**src/pfr_pkg.sv**
```systemverilog
// pfr_pkg: shared sizes, codes, types and helpers of the page frame table
// used by every module of page_frame_replacement and by its checker
package pfr_pkg;

    localparam int FRAME_COUNT = 16;
    localparam int PAGE_BITS   = 16;

    localparam int IDX_W  = (FRAME_COUNT > 1) ? $clog2(FRAME_COUNT) : 1;
    localparam int RANK_W = IDX_W;
    localparam int CNT_W  = $clog2(FRAME_COUNT + 1);

    // field widths on the ports
    localparam int PAGE_FIELD_W = 16;
    localparam int SLOT_W       = 4;
    localparam int COUNT_W      = 16;
    localparam int CFG_DATA_W   = 5;
    localparam int CFG_IDX_W    = 1;

    localparam logic [RANK_W-1:0] RANK_MAX  = RANK_W'(FRAME_COUNT - 1);
    localparam logic [RANK_W:0]   RANK_NONE = (RANK_W + 1)'(FRAME_COUNT);
    localparam logic [COUNT_W-1:0] COUNT_MAX = '1;

    // configuration register indexes
    localparam logic [CFG_IDX_W-1:0] CFG_POLICY_MODE   = 1'd0;
    localparam logic [CFG_IDX_W-1:0] CFG_FRAMES_IN_USE = 1'd1;

    // replacement policies
    localparam logic POLICY_FIFO = 1'b0;
    localparam logic POLICY_LRU  = 1'b1;

    typedef enum logic [0:0] {
        ST_IDLE,
        ST_SCAN
    } pfr_state_t;

    // carry that walks down the cell chain, one cell per cycle
    typedef struct packed {
        logic [PAGE_BITS-1:0] page;
        logic                 found;
        logic [IDX_W-1:0]     hit_idx;
        logic [RANK_W-1:0]    hit_rank;
        logic                 empty_found;
        logic [IDX_W-1:0]     empty_idx;
        logic                 lru_any;
        logic [IDX_W-1:0]     lru_idx;
        logic [RANK_W-1:0]    lru_rank;
        logic [PAGE_BITS-1:0] lru_page;
        logic [PAGE_BITS-1:0] fifo_page;
    } pfr_scan_t;

    // broadcast from the controller to every cell
    typedef struct packed {
        logic                 clear;
        logic                 commit;
        logic                 fill;
        logic [IDX_W-1:0]     idx;
        logic [RANK_W:0]      old_rank;
        logic [PAGE_BITS-1:0] page;
        logic [IDX_W-1:0]     fifo_idx;
    } pfr_cmd_t;

    function automatic logic [PAGE_BITS-1:0] field_to_page(input logic [PAGE_FIELD_W-1:0] f);
        logic [31:0] w;
        w = 32'(f);
        return w[PAGE_BITS-1:0];
    endfunction

    function automatic logic [PAGE_FIELD_W-1:0] page_to_field(input logic [PAGE_BITS-1:0] p);
        logic [31:0] w;
        w = 32'(p);
        return w[PAGE_FIELD_W-1:0];
    endfunction

    function automatic logic [SLOT_W-1:0] idx_to_slot(input logic [IDX_W-1:0] i);
        logic [31:0] w;
        w = 32'(i);
        return w[SLOT_W-1:0];
    endfunction

endpackage

```
**src/pfr_cell.sv**
```systemverilog
// pfr_cell: one frame of the table (page, valid, recency rank) plus one
// registered stage of the search carry; depends on pfr_pkg
module pfr_cell
    import pfr_pkg::*;
(
    input  logic             clk,
    input  logic             rst_n,
    input  logic             active,
    input  logic [IDX_W-1:0] index,
    input  pfr_cmd_t         cmd,
    input  pfr_scan_t        scan_in,
    output pfr_scan_t        scan_out
);

    logic [PAGE_BITS-1:0] page_reg;
    logic                 valid_reg;
    logic [RANK_W-1:0]    rank_reg;
    pfr_scan_t            scan_reg;
    pfr_scan_t            scan_next;

    logic is_target;
    logic hit_here;
    logic empty_here;
    logic lru_here;
    logic ages;

    assign is_target  = (index == cmd.idx);
    assign hit_here   = active && valid_reg && (page_reg == scan_in.page) && !scan_in.found;
    assign empty_here = active && !valid_reg && !scan_in.empty_found;
    assign lru_here   = active && (!scan_in.lru_any || (rank_reg > scan_in.lru_rank));
    assign ages       = valid_reg && ({1'b0, rank_reg} < cmd.old_rank) && (rank_reg < RANK_MAX);

    always_comb
    begin
        scan_next = scan_in;
        if (hit_here)
        begin
            scan_next.found    = 1'b1;
            scan_next.hit_idx  = index;
            scan_next.hit_rank = rank_reg;
        end
        if (empty_here)
        begin
            scan_next.empty_found = 1'b1;
            scan_next.empty_idx   = index;
        end
        if (lru_here)
        begin
            scan_next.lru_any  = 1'b1;
            scan_next.lru_idx  = index;
            scan_next.lru_rank = rank_reg;
            scan_next.lru_page = page_reg;
        end
        if (index == cmd.fifo_idx)
        begin
            scan_next.fifo_page = page_reg;
        end
    end

    always_ff @(posedge clk or negedge rst_n)
    begin
        if (!rst_n)
        begin
            scan_reg <= '0;
        end
        else
        begin
            scan_reg <= scan_next;
        end
    end

    assign scan_out = scan_reg;

    always_ff @(posedge clk or negedge rst_n)
    begin
        if (!rst_n)
        begin
            valid_reg <= 1'b0;
            rank_reg  <= '0;
        end
        else if (cmd.clear)
        begin
            valid_reg <= 1'b0;
            rank_reg  <= '0;
        end
        else if (cmd.commit && active)
        begin
            if (is_target)
            begin
                rank_reg <= '0;
                if (cmd.fill)
                begin
                    valid_reg <= 1'b1;
                end
            end
            else if (ages)
            begin
                rank_reg <= rank_reg + 1'b1;
            end
        end
    end

    // page store: only read back from valid frames
    always_ff @(posedge clk)
    begin
        if (cmd.commit && active && is_target && cmd.fill)
        begin
            page_reg <= cmd.page;
        end
    end

endmodule

```
**src/pfr_ctrl.sv**
```systemverilog
// pfr_ctrl: sequencer of page_frame_replacement: takes a reference, waits
// for the carry to clear the cell chain, then commits once out_free; depends on pfr_pkg
module pfr_ctrl
    import pfr_pkg::*;
(
    input  logic clk,
    input  logic rst_n,
    input  logic in_valid,
    input  logic out_free,
    output logic in_ready,
    output logic commit
);

    pfr_state_t       state_reg;
    pfr_state_t       state_next;
    logic [CNT_W-1:0] cnt_reg;
    logic [CNT_W-1:0] cnt_next;
    logic             scan_done;

    assign scan_done = (cnt_reg == CNT_W'(FRAME_COUNT));

    always_comb
    begin
        state_next = state_reg;
        case (state_reg)
            ST_IDLE:
            begin
                if (in_valid)
                begin
                    state_next = ST_SCAN;
                end
            end
            ST_SCAN:
            begin
                if (scan_done && out_free)
                begin
                    state_next = ST_IDLE;
                end
            end
            default:
            begin
                state_next = ST_IDLE;
            end
        endcase
    end

    always_comb
    begin
        in_ready = 1'b0;
        commit   = 1'b0;
        cnt_next = cnt_reg;
        case (state_reg)
            ST_IDLE:
            begin
                in_ready = 1'b1;
                cnt_next = '0;
            end
            ST_SCAN:
            begin
                commit = scan_done && out_free;
                if (!scan_done)
                begin
                    cnt_next = cnt_reg + 1'b1;
                end
            end
            default:
            begin
                cnt_next = '0;
            end
        endcase
    end

    always_ff @(posedge clk or negedge rst_n)
    begin
        if (!rst_n)
        begin
            state_reg <= ST_IDLE;
            cnt_reg   <= '0;
        end
        else
        begin
            state_reg <= state_next;
            cnt_reg   <= cnt_next;
        end
    end

endmodule

```
**src/page_frame_replacement.sv**
```systemverilog
// page_frame_replacement: fully associative page frame table with FIFO or
// LRU replacement, built as a chain of frame cells; depends on pfr_pkg,
// pfr_cell and pfr_ctrl
//
//  channel   direction  handshake                     payload
//  s_axis    in         s_axis_tvalid / tready        page_number, new_string
//  m_axis    out        m_axis_tvalid / tready        slot, pages, counts, flags
//  cfg       in         cfg_valid / cfg_ready         cfg_index, cfg_data
//
// one reference at a time: a transfer on s_axis, then the search carry walks
// the FRAME_COUNT cells one per cycle, then the commit follows
// the result sits in an output register, so the next reference is taken
// while m_axis is stalled; only the commit waits for a free output register
// rst_n clears every frame, the ranks, the fifo pointer, the counts and the
// registers (policy lru, 16 frames); no clearing pass is needed
// cfg is always ready and is meant to be written while the block is idle
module page_frame_replacement
    import pfr_pkg::*;
(
    input  logic                  clk,
    input  logic                  rst_n,

    input  logic                  s_axis_tvalid,
    output logic                  s_axis_tready,
    input  logic [15:0]           s_axis_tdata,   // [15:0] page_number
    input  logic [0:0]            s_axis_tuser,   // [0] new_string

    output logic                  m_axis_tvalid,
    input  logic                  m_axis_tready,
    output logic [55:0]           m_axis_tdata,   // [3:0] slot, [19:4] evicted_page,
                                                  // [35:20] fault_count,
                                                  // [51:36] hit_count, [55:52] zero
    output logic [1:0]            m_axis_tuser,   // [0] hit, [1] evicted_valid

    input  logic                  cfg_valid,
    output logic                  cfg_ready,
    input  logic [CFG_IDX_W-1:0]  cfg_index,
    input  logic [CFG_DATA_W-1:0] cfg_data
);

    // configuration registers
    logic                  policy_reg;
    logic [CFG_DATA_W-1:0] frames_reg;

    // table-wide state
    logic [IDX_W-1:0]     ptr_reg;
    logic [COUNT_W-1:0]   faults_reg;
    logic [COUNT_W-1:0]   hits_reg;
    logic [PAGE_BITS-1:0] page_hold_reg;

    // output register
    logic                    out_valid_reg;
    logic                    out_hit_reg;
    logic [SLOT_W-1:0]       out_slot_reg;
    logic                    out_ev_valid_reg;
    logic [PAGE_FIELD_W-1:0] out_ev_page_reg;
    logic [COUNT_W-1:0]      out_faults_reg;
    logic [COUNT_W-1:0]      out_hits_reg;

    logic             in_accept;
    logic             out_free;
    logic             commit;
    logic [CNT_W-1:0] eff_n;
    logic [IDX_W-1:0] fifo_idx;
    logic [FRAME_COUNT-1:0] active;

    pfr_scan_t chain [FRAME_COUNT+1];
    pfr_scan_t head;
    pfr_scan_t tail;
    pfr_cmd_t  cmd;

    // commit decisions
    logic [IDX_W-1:0]     target;
    logic                 evict;
    logic [PAGE_BITS-1:0] ev_page;
    logic [CNT_W-1:0]     ptr_step;
    logic [IDX_W-1:0]     ptr_next;
    logic [COUNT_W-1:0]   faults_next;
    logic [COUNT_W-1:0]   hits_next;

    assign cfg_ready = 1'b1;
    assign out_free  = !out_valid_reg || m_axis_tready;
    assign in_accept = s_axis_tvalid && s_axis_tready;

    always_ff @(posedge clk or negedge rst_n)
    begin
        if (!rst_n)
        begin
            policy_reg <= POLICY_LRU;
            frames_reg <= CFG_DATA_W'(16);
        end
        else if (cfg_valid && cfg_ready)
        begin
            case (cfg_index)
                CFG_POLICY_MODE:   policy_reg <= cfg_data[0];
                CFG_FRAMES_IN_USE: frames_reg <= cfg_data;
                default:           ;
            endcase
        end
    end

    // frame count clamped to 1..FRAME_COUNT
    always_comb
    begin
        if (frames_reg == '0)
        begin
            eff_n = CNT_W'(1);
        end
        else if (32'(frames_reg) > FRAME_COUNT)
        begin
            eff_n = CNT_W'(FRAME_COUNT);
        end
        else
        begin
            eff_n = CNT_W'(frames_reg);
        end
    end

    // fifo pointer outside the count acts as frame zero
    assign fifo_idx = (CNT_W'(ptr_reg) < eff_n) ? ptr_reg : '0;

    pfr_ctrl u_ctrl (
        .clk      (clk),
        .rst_n    (rst_n),
        .in_valid (s_axis_tvalid),
        .out_free (out_free),
        .in_ready (s_axis_tready),
        .commit   (commit)
    );

    // carry enters the chain with the held page and nothing found yet
    always_comb
    begin
        head      = '0;
        head.page = page_hold_reg;
    end

    assign chain[0] = head;

    genvar gi;
    generate
        for (gi = 0; gi < FRAME_COUNT; gi++)
        begin : g_cell
            localparam logic [CNT_W-1:0] CELL_POS = CNT_W'(gi);
            localparam logic [IDX_W-1:0] CELL_IDX = IDX_W'(gi);

            assign active[gi] = (CELL_POS < eff_n);

            pfr_cell u_cell (
                .clk      (clk),
                .rst_n    (rst_n),
                .active   (active[gi]),
                .index    (CELL_IDX),
                .cmd      (cmd),
                .scan_in  (chain[gi]),
                .scan_out (chain[gi+1])
            );
        end
    endgenerate

    // the last stage holds the full search once the carry has passed every cell
    assign tail = chain[FRAME_COUNT];

    always_comb
    begin
        evict   = 1'b0;
        ev_page = '0;
        if (tail.found)
        begin
            target = tail.hit_idx;
        end
        else if (tail.empty_found)
        begin
            target = tail.empty_idx;
        end
        else if (policy_reg == POLICY_LRU)
        begin
            target  = tail.lru_idx;
            evict   = 1'b1;
            ev_page = tail.lru_page;
        end
        else
        begin
            target  = fifo_idx;
            evict   = 1'b1;
            ev_page = tail.fifo_page;
        end
    end

    // pointer advances only on a fifo replacement, wrapping at the count
    assign ptr_step = CNT_W'(fifo_idx) + 1'b1;
    assign ptr_next = (ptr_step < eff_n) ? IDX_W'(ptr_step) : '0;

    // counts saturate
    assign faults_next = (!tail.found && (faults_reg != COUNT_MAX)) ? faults_reg + 1'b1
                                                                   : faults_reg;
    assign hits_next   = (tail.found && (hits_reg != COUNT_MAX)) ? hits_reg + 1'b1 : hits_reg;

    always_comb
    begin
        cmd.clear    = in_accept && s_axis_tuser[0];
        cmd.commit   = commit;
        cmd.fill     = !tail.found;
        cmd.idx      = target;
        cmd.old_rank = tail.found ? {1'b0, tail.hit_rank} : RANK_NONE;
        cmd.page     = page_hold_reg;
        cmd.fifo_idx = fifo_idx;
    end

    always_ff @(posedge clk)
    begin
        if (in_accept)
        begin
            page_hold_reg <= field_to_page(s_axis_tdata[PAGE_FIELD_W-1:0]);
        end
    end

    always_ff @(posedge clk or negedge rst_n)
    begin
        if (!rst_n)
        begin
            ptr_reg    <= '0;
            faults_reg <= '0;
            hits_reg   <= '0;
        end
        else if (in_accept && s_axis_tuser[0])
        begin
            ptr_reg    <= '0;
            faults_reg <= '0;
            hits_reg   <= '0;
        end
        else if (commit)
        begin
            faults_reg <= faults_next;
            hits_reg   <= hits_next;
            if (evict && (policy_reg == POLICY_FIFO))
            begin
                ptr_reg <= ptr_next;
            end
        end
    end

    // output register: loaded on commit, held until its transfer
    always_ff @(posedge clk or negedge rst_n)
    begin
        if (!rst_n)
        begin
            out_valid_reg <= 1'b0;
        end
        else if (commit)
        begin
            out_valid_reg <= 1'b1;
        end
        else if (m_axis_tready)
        begin
            out_valid_reg <= 1'b0;
        end
    end

    always_ff @(posedge clk)
    begin
        if (commit)
        begin
            out_hit_reg      <= tail.found;
            out_slot_reg     <= idx_to_slot(target);
            out_ev_valid_reg <= evict;
            out_ev_page_reg  <= page_to_field(ev_page);
            out_faults_reg   <= faults_next;
            out_hits_reg     <= hits_next;
        end
    end

    assign m_axis_tvalid = out_valid_reg;
    assign m_axis_tuser  = {out_ev_valid_reg, out_hit_reg};
    assign m_axis_tdata  = {4'b0000, out_hits_reg, out_faults_reg, out_ev_page_reg,
                            out_slot_reg};

endmodule

```
**config.mk**
```make
export PLATFORM = sky130hd
export DESIGN_NAME = page_frame_replacement
export DESIGN_NICKNAME = d
export VERILOG_FILES = /design/src/pfr_pkg.sv /design/src/pfr_cell.sv /design/src/pfr_ctrl.sv /design/src/page_frame_replacement.sv
export SDC_FILE = /design/constraint.sdc
export NUM_CORES = 2
export LEC_CHECK = 0
export BUFFER_PORTS_ARGS = -buffer_cell sky130_fd_sc_hd__buf_2
export CELL_PAD_IN_SITES_DETAIL_PLACEMENT = 1
export CELL_PAD_IN_SITES_GLOBAL_PLACEMENT = 1
export CORE_UTILIZATION = 53
export CTS_CLUSTER_DIAMETER = 80
export DETAILED_ROUTE_END_ITERATION = 16
export MAX_ROUTING_LAYER = met4
export PLACE_DENSITY_LB_ADDON = 0.1
export SYNTH_ARGS = -nofsm -noshare
export SYNTH_HDL_FRONTEND = slang
export SYNTH_SLANG_ARGS = --single-unit
export TNS_END_PERCENT = 20
```
**constraint.sdc**
```tcl
create_clock -name clk -period 6.8 [get_ports clk]
set_input_delay 0.68 -clock clk [delete_from_list [all_inputs] [get_ports clk]]
set_output_delay 0.68 -clock clk [all_outputs]
set_load 0.005 [all_outputs]
```
==> impl_metrics.prom <==
# TYPE chip_impl_metric gauge
chip_impl_metric{name="post-place-cells",unit=""} 5604
chip_impl_metric{name="layout.core_utilization",unit=""} 0.606
chip_impl_metric{name="p_clk_frac",unit=""} 0.372
chip_impl_metric{name="ios",unit=""} 89
chip_impl_metric{name="synthCells",unit=""} 4093
chip_impl_info{name="r2r_end",value="g_cell[12].u_cell.scan_out[5]"} 1
chip_impl_metric{name="floorplan.die.width",unit="um"} 337
chip_impl_info{name="hold_path.startpoint",value="s_axis_tdata[15]"} 1
chip_impl_metric{name="setup_violations",unit=""} 0
chip_impl_info{name="master_cell_of_the_clock_root_buffer",value="sky130_fd_sc_hd__clkbuf_16"} 1
chip_impl_info{name="synth-main-ff-cell",value="sky130_fd_sc_hd__dfrtp_1"} 1
chip_impl_metric{name="worst_slew_pin_slew",unit="ps"} 1070
chip_impl_metric{name="switching_power",unit="mW"} 5.90
chip_impl_metric{name="grt_first_pass_wirelength",unit="um"} 223000
chip_impl_metric{name="worst_clock_skew",unit="ps"} 26.3
chip_impl_metric{name="count_of_final_hold_check_violations",unit=""} 0
chip_impl_info{name="unrepaired_setup_endpoints_after_global_routing",value="false"} 1
chip_impl_metric{name="route.vias.total",unit=""} 32942
chip_impl_metric{name="hpwlAfterDp",unit="um"} 99700
chip_impl_metric{name="cts_setup_buffers",unit=""} 0
chip_impl_metric{name="grt_start_max_net_pins",unit=""} 164
chip_impl_metric{name="power_leakage",unit="nW"} 28.6
chip_impl_metric{name="post-route-period-util",unit=""} 0.759
chip_impl_info{name="hold_class",value="in2reg"} 1
chip_impl_info{name="whs_endpoint",value="page_hold_reg[15]"} 1
chip_impl_metric{name="seq_power_share",unit=""} 0.484
chip_impl_metric{name="dieArea",unit="mm2"} 0.113
chip_impl_metric{name="cts_made_buffers",unit=""} 155
chip_impl_metric{name="detail_route.iter0.violations",unit=""} 1668
chip_impl_info{name="post-synth-top-count-cell",value="sky130_fd_sc_hd__dfrtp_1"} 1
chip_impl_info{name="synth_area_leaders",value="sky130_fd_sc_hd__dfrtp_1 (50%), sky130_fd_sc_hd__edfxtp_1 (16%), sky130_fd_sc_hd__mux2_2 (11%)"} 1
chip_impl_metric{name="flip_flop_count_of_the_largest_register_after_layout",unit=""} 1070
chip_impl_metric{name="cp.required",unit="ps"} 7420
chip_impl_metric{name="synth-edff-count",unit=""} 326
chip_impl_metric{name="ctsLongestPathBuffers",unit=""} 3
chip_impl_metric{name="grt_antenna_before_repair",unit=""} 0
chip_impl_metric{name="port_buffers",unit=""} 83
chip_impl_metric{name="timing.final.crit_period",unit="ps"} 5160
chip_impl_metric{name="timing.reg2reg.worst_path_depth",unit=""} 10
chip_impl_metric{name="cts-htree-levels",unit=""} 4
chip_impl_metric{name="fraction_of_final_layout_cells_with_drive_strength_greater_than_1",unit=""} 0.263
chip_impl_metric{name="max-cap-violations",unit=""} 0
chip_impl_metric{name="grt_pass1_vias",unit=""} 36838
chip_impl_metric{name="postCtsHoldBufs",unit=""} 1
chip_impl_metric{name="vias_per_cell",unit=""} 5.59
chip_impl_metric{name="timing.max_slew.rel_slack",unit=""} 0.283
chip_impl_info{name="synthTopCellsByCount",value="sky130_fd_sc_hd__dfrtp_1 (1197), sky130_fd_sc_hd__mux2_2 (597), sky130_fd_sc_hd__edfxtp_1 (326)"} 1
chip_impl_metric{name="grt_util_overall",unit=""} 0.268
chip_impl_metric{name="area_share_of_the_largest_cell_type_after_synthesis",unit=""} 0.504
chip_impl_metric{name="core_area",unit="mm2"} 0.111
chip_impl_info{name="crit_type",value="reg2reg"} 1
chip_impl_metric{name="combPwrFrac",unit=""} 0.144
chip_impl_metric{name="synthesis.yosys.warnings",unit=""} 0
chip_impl_metric{name="min_path_cells",unit=""} 1
chip_impl_metric{name="drt_pre_antenna_iters",unit=""} 5
chip_impl_metric{name="drcViolationCount",unit=""} 0
chip_impl_metric{name="ys_async_sr_fraction",unit=""} 0.786
chip_impl_metric{name="number_of_synthesized_register_bits",unit=""} 1525
chip_impl_metric{name="netlist-cell-type-count",unit=""} 71
chip_impl_info{name="tritoncts",value="yes"} 1
chip_impl_metric{name="syn_to_final_growth",unit="%"} 13.1
chip_impl_metric{name="clk_transition_reported_paths",unit="ps"} 60
chip_impl_metric{name="seq_area_frac_synth",unit=""} 0.670
chip_impl_metric{name="achievable-frequency",unit="MHz"} 194
chip_impl_metric{name="tritoncts_num_sinks",unit=""} 1525
chip_impl_metric{name="net_count_reported_at_finish",unit=""} 4441
chip_impl_metric{name="insertion_delay",unit="ps"} 760
chip_impl_metric{name="worst-path-max-fanout",unit=""} 25
chip_impl_metric{name="ant_nets",unit=""} 0
chip_impl_metric{name="internal-power",unit="mW"} 17.3
chip_impl_info{name="worstReg2RegStart",value="frames_reg[4]"} 1
chip_impl_metric{name="slew_violations",unit=""} 0
chip_impl_metric{name="avgSynthCellArea",unit="um2"} 14.5
chip_impl_info{name="outcome",value="finished clean"} 1
chip_impl_metric{name="synth.cell_area",unit="mm2"} 0.0594
chip_impl_metric{name="final.setup.tns",unit="ps"} 0
chip_impl_metric{name="final_cell_count_no_fill",unit=""} 5897
chip_impl_info{name="setup.worst_path.start_class",value="flop"} 1
chip_impl_metric{name="gp_congestion",unit=""} 0.883
chip_impl_metric{name="starting_utilization_of_the_core_area",unit=""} 0.536
chip_impl_metric{name="r2r_setup_slack",unit="ps"} 1640
chip_impl_metric{name="power.total",unit="mW"} 23.2
chip_impl_metric{name="fin_worst_hold_slack",unit="ps"} 100
chip_impl_info{name="timing.critical_path.to_type",value="flop"} 1
chip_impl_metric{name="cellPowerDensity",unit="mW/mm2"} 345
chip_impl_metric{name="cts_resized",unit=""} 0
chip_impl_metric{name="routed_wl_per_cell",unit="um"} 24.3
chip_impl_metric{name="die_y",unit="um"} 337
chip_impl_metric{name="detail_route.wirelength",unit="um"} 144000
chip_impl_metric{name="arrival",unit="ps"} 5780
chip_impl_info{name="netlist.top_cell.by_area",value="sky130_fd_sc_hd__dfrtp_1"} 1
chip_impl_metric{name="swShare",unit=""} 0.254
chip_impl_metric{name="globalRouteOverflowTotal",unit=""} 0
chip_impl_metric{name="vdd_drop_max",unit="uV"} 251
chip_impl_metric{name="fp-row-count",unit=""} 122
[power groups by stage]
stage / clock, mW / combinational (mW) / sequential (mW)
4_1_cts: 8.80 / 3.40 / 11.2
3_3_place_gp: 0 / 3.22 / 11.3
5_1_grt: 9.16 / 3.64 / 11.3
2_1_floorplan: 0 / 2.33 / 11.1
6_report: 8.63 / 3.35 / 11.2
3_5_place_dp: 0 / 3.30 / 11.4
[layout by cell type (no fill, tap or decap), types with 26 or more instances in the layout]
cell type                   count
sky130_fd_sc_hd__and3_1        42
sky130_fd_sc_hd__or2_2         90
sky130_fd_sc_hd__mux2i_1       28
sky130_fd_sc_hd__dfrtp_1     1196
sky130_fd_sc_hd__nand2b_1      43
sky130_fd_sc_hd__clkbuf_16    159
sky130_fd_sc_hd__o21ai_0      104
sky130_fd_sc_hd__nor3_1        45
sky130_fd_sc_hd__nand4_1       92
sky130_fd_sc_hd__nor2_1       153
sky130_fd_sc_hd__ha_1         139
sky130_fd_sc_hd__buf_2         82
sky130_fd_sc_hd__clkbuf_1      41
sky130_fd_sc_hd__nand2_1      148
sky130_fd_sc_hd__mux2_2       597
sky130_fd_sc_hd__nand3_1       76
sky130_fd_sc_hd__xnor2_1      119
sky130_fd_sc_hd__buf_4         71
sky130_fd_sc_hd__nor4_1        50
sky130_fd_sc_hd__nor2b_1       70
sky130_fd_sc_hd__a21oi_1       36
sky130_fd_sc_hd__edfxtp_1     326
sky130_fd_sc_hd__xor2_1       174
sky130_fd_sc_hd__inv_1         89
sky130_fd_sc_hd__clkbuf_8      37
sky130_fd_sc_hd__a31oi_1       32
sky130_fd_sc_hd__o21a_1        47
sky130_fd_sc_hd__clkinv_2      26
[cell type report]
| cell class | count | area (um2) |
|---|---|---|
| inverter | 97 | 369 |
| sequential | 1525 | 39800 |
| multi-input combinational | 2335 | 18800 |
| clock inverter | 52 | 614 |
| fill | 10319 | 43700 |
| clock buffer | 237 | 4640 |
| tap | 1488 | 1860 |
| antenna | 3 | 7.51 |
| timing repair buffer | 160 | 1070 |
[stage by stage]
stage | setup WS [ps] | cell area, um2
2_1_floorplan | 2040 | 59400
3_3_place_gp | 1980 | 61900
3_5_place_dp | 1770 | 61900
4_1_cts | 1690 | 67200
5_1_grt | 1330 | 67200
6_report | 1640 | 67200
[per-layer routing]
layer	GRT usage	vias to the layer above	routed length (um)	part of all wire
met5	-	-	0	0
met3	0.0359	274	4470	0.031
met1	0.322	17209	59000	0.41
li1	-	14866	-	-
met4	0.104	0	5350	0.037
met2	0.461	593	74700	0.52
[logic make-up after synthesis]
logic type / share of synthesized area
mux: 0.118
simple gates: 0.0839
flops: 0.670
compound gates: 0.0392
other cells: 0.000126
buf+inv: 0.0164
xor+xnor: 0.0432
fa+ha+maj: 0.0293
[critical path, cell delays in order (launching register included)]
cell and delay [ps]:
sky130_fd_sc_hd__dfstp_2 910, sky130_fd_sc_hd__clkinv_1 440, sky130_fd_sc_hd__nand2_1 220, sky130_fd_sc_hd__ha_1 190, sky130_fd_sc_hd__nand4b_1 210, sky130_fd_sc_hd__a211o_1 290, sky130_fd_sc_hd__and3_1 200, sky130_fd_sc_hd__inv_1 110
sky130_fd_sc_hd__ha_1 820, sky130_fd_sc_hd__nand4_1 1020, sky130_fd_sc_hd__mux2_2 600
[worst max path at each step]
| stage | start | end | slack [ps] |
|---|---|---|---|
| 6_report | frames_reg[4] | g_cell[12].u_cell.scan_out[5] | 1640 |
| 5_1_grt | frames_reg[4] | g_cell[14].u_cell.rank_reg[1] | 1330 |
| 4_1_cts | frames_reg[4] | g_cell[12].u_cell.scan_out[5] | 1690 |
| 3_5_place_dp | frames_reg[4] | g_cell[12].u_cell.scan_out[5] | 1770 |
| 3_3_place_gp | frames_reg[4] | g_cell[12].u_cell.scan_out[11] | 1980 |
| 2_1_floorplan | frames_reg[4] | g_cell[1].u_cell.page_reg[0] | 2040 |
Power figures use the tool's default switching activity.
